### src/rtl/bmhq_pkg.sv
// Shared definitions for the binary min-heap priority queue.
// Holds sizes, the entry and port-bundle structs, status codes and sequencer states.
// No dependencies.
package bmhq_pkg;

  // Heap sizing; slots 1..CAPACITY hold entries, slot 0 is never used.
  localparam int CAPACITY  = 63;
  localparam int KEY_BITS  = 16;
  localparam int TAG_BITS  = 16;
  localparam int SLOTS     = CAPACITY + 1;
  localparam int ADDR_BITS = $clog2(SLOTS);
  localparam int CNT_BITS  = ADDR_BITS;

  // Stream word layouts, padded to whole bytes.
  localparam int IN_FIELD_BITS  = KEY_BITS + TAG_BITS;
  localparam int IN_DATA_BITS   = ((IN_FIELD_BITS + 7) / 8) * 8;
  localparam int OUT_FIELD_BITS = 1 + KEY_BITS + TAG_BITS + CNT_BITS;
  localparam int OUT_DATA_BITS  = ((OUT_FIELD_BITS + 7) / 8) * 8;

  typedef struct packed {
    logic [TAG_BITS-1:0] tag;
    logic [KEY_BITS-1:0] key;
  } entry_t;

  localparam int ENTRY_BITS = $bits(entry_t);

  typedef enum logic {
    OP_INSERT = 1'b0,
    OP_REMOVE = 1'b1
  } op_t;

  typedef enum logic [1:0] {
    ST_DONE  = 2'd0,
    ST_FULL  = 2'd1,
    ST_EMPTY = 2'd2
  } status_t;

  typedef enum logic [3:0] {
    S_IDLE,
    S_UP_CHK,
    S_UP_CMP,
    S_DN_LAST,
    S_DN_LOAD,
    S_DN_CHK,
    S_DN_LEFT,
    S_DN_RIGHT,
    S_DONE
  } state_t;

  // Memory port request from the sequencer.
  typedef struct packed {
    logic                 we;
    logic [ADDR_BITS-1:0] waddr;
    entry_t               wdata;
    logic [ADDR_BITS-1:0] raddr;
  } mem_req_t;

  // Finished operation summary handed to the output stage.
  typedef struct packed {
    status_t             status;
    logic [CNT_BITS-1:0] count;
  } result_t;

endpackage

### src/rtl/bmhq_ram.sv
// Generic single-write, single-read RAM with a registered read port.
// Used for the heap slot store; no package dependencies.
module bmhq_ram #(
  parameter int WIDTH = 32,
  parameter int DEPTH = 64
) (
  input  logic                     clk,
  input  logic                     we,
  input  logic [$clog2(DEPTH)-1:0] waddr,
  input  logic [WIDTH-1:0]         wdata,
  input  logic [$clog2(DEPTH)-1:0] raddr,
  output logic [WIDTH-1:0]         rdata
);

  logic [WIDTH-1:0] mem [DEPTH];

  // Write port and registered read port; a read of the address being written returns the old data.
  always_ff @(posedge clk) begin
    if (we) begin
      mem[waddr] <= wdata;
    end
    rdata <= mem[raddr];
  end

endmodule

### src/rtl/bmhq_ctrl.sv
// Sift sequencer: runs insert (sift-up) and remove (sift-down) one level at a time,
// sharing one key comparator and the single RAM read port. Uses bmhq_pkg.
module bmhq_ctrl
  import bmhq_pkg::*;
(
  input  logic     clk,
  input  logic     rst,
  input  logic     in_valid,
  output logic     in_ready,
  input  op_t      in_op,
  input  entry_t   in_entry,
  input  entry_t   rdata,
  output mem_req_t mem_req,
  output logic     res_valid,
  input  logic     res_take,
  output result_t  res
);

  state_t               state, state_next;
  logic [CNT_BITS-1:0]  count;
  logic [ADDR_BITS-1:0] ptr;
  entry_t               cur;
  entry_t               lchild;
  status_t              stat;

  logic [ADDR_BITS:0]   left_idx, right_idx, count_ext;
  logic                 has_left, has_right;
  logic                 take_left;
  entry_t               best;
  logic [ADDR_BITS-1:0] best_idx;
  logic [KEY_BITS-1:0]  cmp_a, cmp_b;
  logic                 cmp_le;

  // Child positions of the current slot.
  assign left_idx  = {ptr, 1'b0};
  assign right_idx = left_idx + 1'b1;
  assign count_ext = {1'b0, count};
  assign has_left  = (left_idx <= count_ext);
  assign has_right = (right_idx <= count_ext);

  // Smaller child; the left one wins a tie.
  assign take_left = (rdata.key >= lchild.key);
  assign best      = take_left ? lchild : rdata;
  assign best_idx  = take_left ? left_idx[ADDR_BITS-1:0] : right_idx[ADDR_BITS-1:0];

  // The shared comparator: a <= b.
  always_comb begin
    cmp_a = cur.key;
    cmp_b = best.key;
    case (state)
      S_UP_CMP: begin
        cmp_a = rdata.key;
        cmp_b = cur.key;
      end
      S_DN_LEFT: begin
        cmp_a = cur.key;
        cmp_b = rdata.key;
      end
      default: begin
        cmp_a = cur.key;
        cmp_b = best.key;
      end
    endcase
  end
  assign cmp_le = (cmp_a <= cmp_b);

  assign in_ready  = (state == S_IDLE);
  assign res_valid = (state == S_DONE);
  assign res.status = stat;
  assign res.count  = count;

  // Next state.
  always_comb begin
    state_next = state;
    case (state)
      S_IDLE: begin
        if (in_valid) begin
          if (in_op == OP_INSERT) begin
            state_next = (count == CNT_BITS'(CAPACITY)) ? S_DONE : S_UP_CHK;
          end else begin
            state_next = (count == '0) ? S_DONE : S_DN_LAST;
          end
        end
      end
      S_UP_CHK:   state_next = (ptr == ADDR_BITS'(1)) ? S_DONE : S_UP_CMP;
      S_UP_CMP:   state_next = cmp_le ? S_DONE : S_UP_CHK;
      S_DN_LAST:  state_next = S_DN_LOAD;
      S_DN_LOAD:  state_next = (count == '0) ? S_DONE : S_DN_CHK;
      S_DN_CHK:   state_next = has_left ? S_DN_LEFT : S_DONE;
      S_DN_LEFT: begin
        if (has_right) begin
          state_next = S_DN_RIGHT;
        end else begin
          state_next = cmp_le ? S_DONE : S_DN_CHK;
        end
      end
      S_DN_RIGHT: state_next = cmp_le ? S_DONE : S_DN_CHK;
      S_DONE:     state_next = res_take ? S_IDLE : S_DONE;
      default:    state_next = S_IDLE;
    endcase
  end

  // Memory port drive.
  always_comb begin
    mem_req.we    = 1'b0;
    mem_req.waddr = ptr;
    mem_req.wdata = cur;
    mem_req.raddr = ptr;
    case (state)
      S_UP_CHK: begin
        // At the root the entry lands at once; otherwise fetch the parent.
        mem_req.we    = (ptr == ADDR_BITS'(1));
        mem_req.raddr = ptr >> 1;
      end
      S_UP_CMP: begin
        mem_req.we    = 1'b1;
        mem_req.wdata = cmp_le ? cur : rdata;
      end
      S_DN_LAST: begin
        mem_req.raddr = count;
      end
      S_DN_CHK: begin
        mem_req.we    = !has_left;
        mem_req.raddr = left_idx[ADDR_BITS-1:0];
      end
      S_DN_LEFT: begin
        mem_req.we    = !has_right;
        mem_req.wdata = cmp_le ? cur : rdata;
        mem_req.raddr = right_idx[ADDR_BITS-1:0];
      end
      S_DN_RIGHT: begin
        mem_req.we    = 1'b1;
        mem_req.wdata = cmp_le ? cur : best;
      end
      default: begin
        mem_req.we = 1'b0;
      end
    endcase
  end

  // Control registers.
  always_ff @(posedge clk) begin
    if (rst) begin
      state <= S_IDLE;
      count <= '0;
    end else begin
      state <= state_next;
      if (state == S_IDLE && in_valid) begin
        if (in_op == OP_INSERT && count != CNT_BITS'(CAPACITY)) begin
          count <= count + 1'b1;
        end
      end
      if (state == S_DN_LAST) begin
        count <= count - 1'b1;
      end
    end
  end

  // Sift datapath registers.
  always_ff @(posedge clk) begin
    case (state)
      S_IDLE: begin
        if (in_valid) begin
          cur <= in_entry;
          ptr <= ADDR_BITS'(count + 1'b1);
          if (in_op == OP_INSERT) begin
            stat <= (count == CNT_BITS'(CAPACITY)) ? ST_FULL : ST_DONE;
          end else begin
            stat <= (count == '0) ? ST_EMPTY : ST_DONE;
          end
        end
      end
      S_UP_CMP: begin
        if (!cmp_le) begin
          ptr <= ptr >> 1;
        end
      end
      S_DN_LOAD: begin
        cur <= rdata;
        ptr <= ADDR_BITS'(1);
      end
      S_DN_LEFT: begin
        lchild <= rdata;
        if (!has_right && !cmp_le) begin
          ptr <= left_idx[ADDR_BITS-1:0];
        end
      end
      S_DN_RIGHT: begin
        if (!cmp_le) begin
          ptr <= best_idx;
        end
      end
      default: begin
        ptr <= ptr;
      end
    endcase
  end

endmodule

### src/rtl/binary_min_heap_queue.sv
// Top level of the binary min-heap priority queue: stream ports, heap RAM,
// root copy and output register. Uses bmhq_pkg, bmhq_ram and bmhq_ctrl.
//
//   Channel  Direction  Handshake          Contents
//   s_*      in         s_tvalid/s_tready  one operation word (insert or remove)
//   m_*      out        m_tvalid/m_tready  one result word per operation
//
// An insert climbs toward the root one level at a time, and a remove walks down
// one level at a time while entries remain. The pace is set by the single RAM
// read port, read once per parent or child visited.
// Reset clears the entry count and the control state; heap contents are not cleared.
// A stalled output holds the sequencer in its final state; s_tready stays low until
// the result word has moved into the output register.
module binary_min_heap_queue
  import bmhq_pkg::*;
(
  input  logic                     clk,
  input  logic                     rst,
  input  logic                     s_tvalid,
  output logic                     s_tready,
  input  logic [IN_DATA_BITS-1:0]  s_tdata,   // entry_key, entry_tag
  input  logic                     s_tuser,   // operation
  output logic                     m_tvalid,
  input  logic                     m_tready,
  output logic [OUT_DATA_BITS-1:0] m_tdata,   // root_valid, root_key, root_tag, entry_count
  output logic [1:0]               m_tuser    // status
);

  mem_req_t             mem_req;
  entry_t               rdata_raw;
  entry_t               in_entry;
  op_t                  in_op;
  logic                 res_valid;
  logic                 res_take;
  result_t              res;
  entry_t               root;
  status_t              out_status;
  logic                 out_root_valid;
  entry_t               out_root;
  logic [CNT_BITS-1:0]  out_count;

  // Unpack the input word.
  assign in_entry.key = s_tdata[KEY_BITS-1:0];
  assign in_entry.tag = s_tdata[KEY_BITS +: TAG_BITS];
  assign in_op        = op_t'(s_tuser);

  bmhq_ram #(
    .WIDTH (ENTRY_BITS),
    .DEPTH (SLOTS)
  ) u_ram (
    .clk   (clk),
    .we    (mem_req.we),
    .waddr (mem_req.waddr),
    .wdata (mem_req.wdata),
    .raddr (mem_req.raddr),
    .rdata (rdata_raw)
  );

  bmhq_ctrl u_ctrl (
    .clk       (clk),
    .rst       (rst),
    .in_valid  (s_tvalid),
    .in_ready  (s_tready),
    .in_op     (in_op),
    .in_entry  (in_entry),
    .rdata     (rdata_raw),
    .mem_req   (mem_req),
    .res_valid (res_valid),
    .res_take  (res_take),
    .res       (res)
  );

  // Keep a copy of slot 1 so the minimum is known without an extra read.
  always_ff @(posedge clk) begin
    if (mem_req.we && mem_req.waddr == ADDR_BITS'(1)) begin
      root <= mem_req.wdata;
    end
  end

  assign res_take = res_valid && (!m_tvalid || m_tready);

  // Output register.
  always_ff @(posedge clk) begin
    if (rst) begin
      m_tvalid <= 1'b0;
    end else if (res_take) begin
      m_tvalid <= 1'b1;
    end else if (m_tready) begin
      m_tvalid <= 1'b0;
    end
  end

  always_ff @(posedge clk) begin
    if (res_take) begin
      out_status     <= res.status;
      out_count      <= res.count;
      out_root_valid <= (res.count != '0);
      out_root       <= (res.count != '0) ? root : '0;
    end
  end

  // Pack the result word.
  always_comb begin
    m_tdata = '0;
    m_tdata[0]                                  = out_root_valid;
    m_tdata[1 +: KEY_BITS]                      = out_root.key;
    m_tdata[1 + KEY_BITS +: TAG_BITS]           = out_root.tag;
    m_tdata[1 + KEY_BITS + TAG_BITS +: CNT_BITS] = out_count;
  end
  assign m_tuser = out_status;

  // A refused insert means the heap really was full.
  a_full_count: assert property (@(posedge clk) disable iff (rst)
    (m_tvalid && out_status == ST_FULL) |-> (out_count == CNT_BITS'(CAPACITY)))
    else $error("full status with count below capacity");

  // A refused remove leaves an empty heap with a cleared root.
  a_empty_root: assert property (@(posedge clk) disable iff (rst)
    (m_tvalid && out_status == ST_EMPTY) |-> (out_count == '0 && !out_root_valid))
    else $error("empty status with entries held");

  // The root flag tracks the count.
  a_root_flag: assert property (@(posedge clk) disable iff (rst)
    m_tvalid |-> (out_root_valid == (out_count != '0)))
    else $error("root_valid disagrees with entry_count");

  // No new operation is taken while a result is still inside the sequencer.
  a_no_overlap: assert property (@(posedge clk) disable iff (rst)
    res_valid |-> !s_tready)
    else $error("input accepted with a result pending");

endmodule

### config.mk
export PLATFORM = sky130hd
export DESIGN_NAME = binary_min_heap_queue
export DESIGN_NICKNAME = d
export VERILOG_FILES = /design/src/rtl/bmhq_pkg.sv /design/src/rtl/bmhq_ram.sv /design/src/rtl/bmhq_ctrl.sv /design/src/rtl/binary_min_heap_queue.sv
export SDC_FILE = /design/constraint.sdc
export NUM_CORES = 2
export LEC_CHECK = 0
export ABC_AREA = 1
export BUFFER_PORTS_ARGS = -buffer_cell sky130_fd_sc_hd__buf_2
export CAP_MARGIN = 20
export CORE_UTILIZATION = 26
export DETAILED_ROUTE_END_ITERATION = 7
export SLEW_MARGIN = 20
export SYNTH_ARGS = -nofsm -noshare
export SYNTH_HDL_FRONTEND = slang
export SYNTH_SLANG_ARGS = --single-unit
### constraint.sdc
create_clock -name clk -period 15.2 [get_ports clk]
set_input_delay 2.28 -clock clk [delete_from_list [all_inputs] [get_ports clk]]
set_output_delay 2.28 -clock clk [all_outputs]
set_load 0.01 [all_outputs]
==> results.json <==
{
  "status": "finished, violations left",
  "grt_antenna_before_repair": 14,
  "relSlewSlack_pct": 24.3,
  "postSynthAreaPerCell_um2": 10.9,
  "start_util_pct": 26.2,
  "crit_type": "reg2reg",
  "numCtsBuffers": 220,
  "die_x_um": 614,
  "dieArea_mm2": 0.377,
  "yosysSeqAreaShare_pct": 68.5,
  "synth-seq-cells": 2236,
  "yosysWarnings": 0,
  "finalHoldViolCount": 0,
  "multi_input_area_mm2": 0.0260,
  "tightest_slew_ns": 1.13,
  "syn_area_mm2": 0.0974,
  "critical_path.slowest_cell": "nand3_2",
  "nets": 8957,
  "finalPower_mw": 23.7,
  "cts_hold_buf": 0,
  "dp.final_hpwl_um": 160000,
  "grt_pass1_vias": 62300,
  "drv_cap": 0,
  "io_pins": 81,
  "violations": "design-rule violations",
  "hold_class": "reg2reg",
  "core_mm2": 0.372,
  "post_cts_buffers": 0,
  "cts-htree-levels": 4,
  "rsz0062_at_grt": "no",
  "pre_cts_ws_ns": 9.15,
  "cts-root-buf": "clkbuf_16",
  "final_util_pct": 29.6,
  "die_h_um": 614,
  "drc": 26,
  "layout_commonest_cell": "nand2_1",
  "setup.worst_path.end_class": "register",
  "track_usage_pct": 15.9,
  "grt_pass1_wl_um": 447000,
  "area_growth_pct": 13.3,
  "finalCritPeriodShare_pct": 41.0,
  "p_leak_nw": 41.7,
  "min_period_ns": 6.24,
  "regArea_mm2": 0.0667,
  "vias": 67400,
  "drt_first_pass_iters": 8,
  "drive_gt1_share_pct": 7.53,
  "setup_slack_ns": 8.96,
  "viasPerCell": 4.80,
  "wl_per_cell_um": 22.1,
  "final_cell_mix": "2802 x nand2_1, 2193 x edfxtp_1, 1799 x nand3_1",
  "vdd_drop_max_mv": 0.220,
  "grt_overflow": 0,
  "crit_top_cell": "nand2_1",
  "postSynthCellCount": 8978,
  "stdcell_count": 14000,
  "wl_um": 310000,
  "ant_nets": 0,
  "required_ns": 15.75,
  "max_freq_mhz": 160,
  "cts_buffer_depth": 4,
  "cts.sinks": 2236,
  "start_kind": "register",
  "skew_ns": 0.0667,
  "synth_ff_type": "edfxtp_1",
  "tns_ns": 0,
  "critical_path_arrival_ns": 6.78,
  "clk_pin_slew_ns": 0.06,
  "yosysUniqueCellTypes": 42,
  "grt_max_degree": 177,
  "synth_edf_count": 2193,
  "tritoncts": "built",
  "critPathMaxStageDelay_ns": 0.62,
  "powerDensity_mw_per_mm2": 215,
  "ctsResizeCount": 0,
  "syn_nets": 9055,
  "critPathMaxFanout": 40,
  "drt_iter0_markers": 7402,
  "async_reset_ff_share_pct": 0,
  "gp_congestion": 0.883,
  "setup_viol": 0,
  "nFillCells": 37700,
  "dp_cells": 13600,
  "clock_latency_ns": 0.89,
  "port_buffers": 79,
  "drv_slew": 0,
  "std_cell_rows": 224
}
[Yosys cell counts, types with 4 or more instances]
cell	count	area, um2
nand3_1	1830	9160
inv_1	720	2700
edfxtp_1	2193	65900
nor3_1	6	30.0
dfxtp_1	43	861
o21ai_0	95	475
o211ai_1	4	30.0
nand3b_1	417	3130
buf_1	15	56.3
buf_2	411	2060
inv_2	10	37.5
nor2_2	4	25.0
or2_2	5	31.3
nor2_1	119	447
buf_4	36	270
o221ai_1	20	175
clkbuf_1	110	413
a21oi_1	27	135
nand4_1	33	206
xor2_1	5	43.8
o22ai_1	4	25.0
ha_1	40	500
nand2_2	5	31.3
nand2_1	2803	10500
[worst paths after layout]
check / endpoint / startpoint / slack (ns) / cells past startpoint
min: m_tuser[0]$_DFFE_PP_ / u_ctrl.stat[0]$_SDFFCE_PP0P_ / 0.43 / 0
max: u_ram.mem[26][2]$_DFFE_PP_ / u_ctrl.lchild[15]$_DFFE_PP_ / 8.96 / 28
max reg2reg: u_ram.mem[26][2]$_DFFE_PP_ / u_ctrl.lchild[15]$_DFFE_PP_ / 8.96 / 28
min reg2reg: m_tuser[0]$_DFFE_PP_ / u_ctrl.stat[0]$_SDFFCE_PP0P_ / 0.43 / 0
[power by group]
group	switching, mW	internal, mW	total (mW)
Clock	2.33	3.01	5.35
Sequential	0.128	8.04	8.16
Combinational	7.84	2.38	10.2
Total	10.3	13.4	23.7
[kinds of logic after synthesis]
| kind of cell | Yosys count | share of synthesized area (%) |
|---|---|---|
| AND/OR/NAND/NOR | 5230 | 24.3 |
| flip-flops | 2236 | 68.5 |
| buffers and inverters | 1304 | 5.69 |
| AO/OA/AOI/OAI | 161 | 0.959 |
| adder cells (fa/ha/maj) | 40 | 0.514 |
| XOR/XNOR | 6 | 0.0539 |
| other | 1 | 0.00385 |
[routing by layer]
| layer | global-route usage [%] | wire length (um) | up-vias |
|---|---|---|---|
| li1 | - | - | 30500 |
| met1 | 20.7 | 125000 | 33300 |
| met2 | 25.9 | 145000 | 3008 |
| met3 | 2.51 | 25000 | 591 |
| met4 | 7.12 | 15100 | 0 |
| met5 | 0 | 0 | - |
[area by class of cell]
cell class              instances  area share [%]
clock inverters               111           0.877
multi-input cells            5438            23.5
flip-flops and latches       2236            60.4
repair buffers                252            1.63
inverters                     732            2.52
well taps                    4972            5.64
diodes                          5          0.0113
clock buffers                 284            5.35
[critical path: cells and delay by family, from the launching register on]
family                     cells  cell delay, ns
and+or+nand+nor               16            2.83
AOI/OAI and AO/OA              2            0.26
DFF                            1            0.33
buffers and inverters          8            1.86
adders and majority gates      2            0.53
[registers in the layout, summed over array words and instances (netlist names), 4 cells and up]
register and cells:
u_ram.mem 2048, m_tdata 32, root 32, u_ctrl.cur 32, u_ctrl.lchild 32, u_ram.rdata 32
out_count 6, u_ctrl.count 6, u_ctrl.ptr 6, u_ctrl.state 4
[stage by stage]
| stage | hold slack [ns] | cell area, um2 |
|---|---|---|
| after floorplan | 0.400 | 97400 |
| after global placement | 0.407 | 103000 |
| after detailed placement | 0.406 | 103000 |
| after CTS | 0.423 | 110000 |
| after global routing | 0.431 | 110000 |
| final | 0.426 | 110000 |
Power figures use the tool's default switching activity.
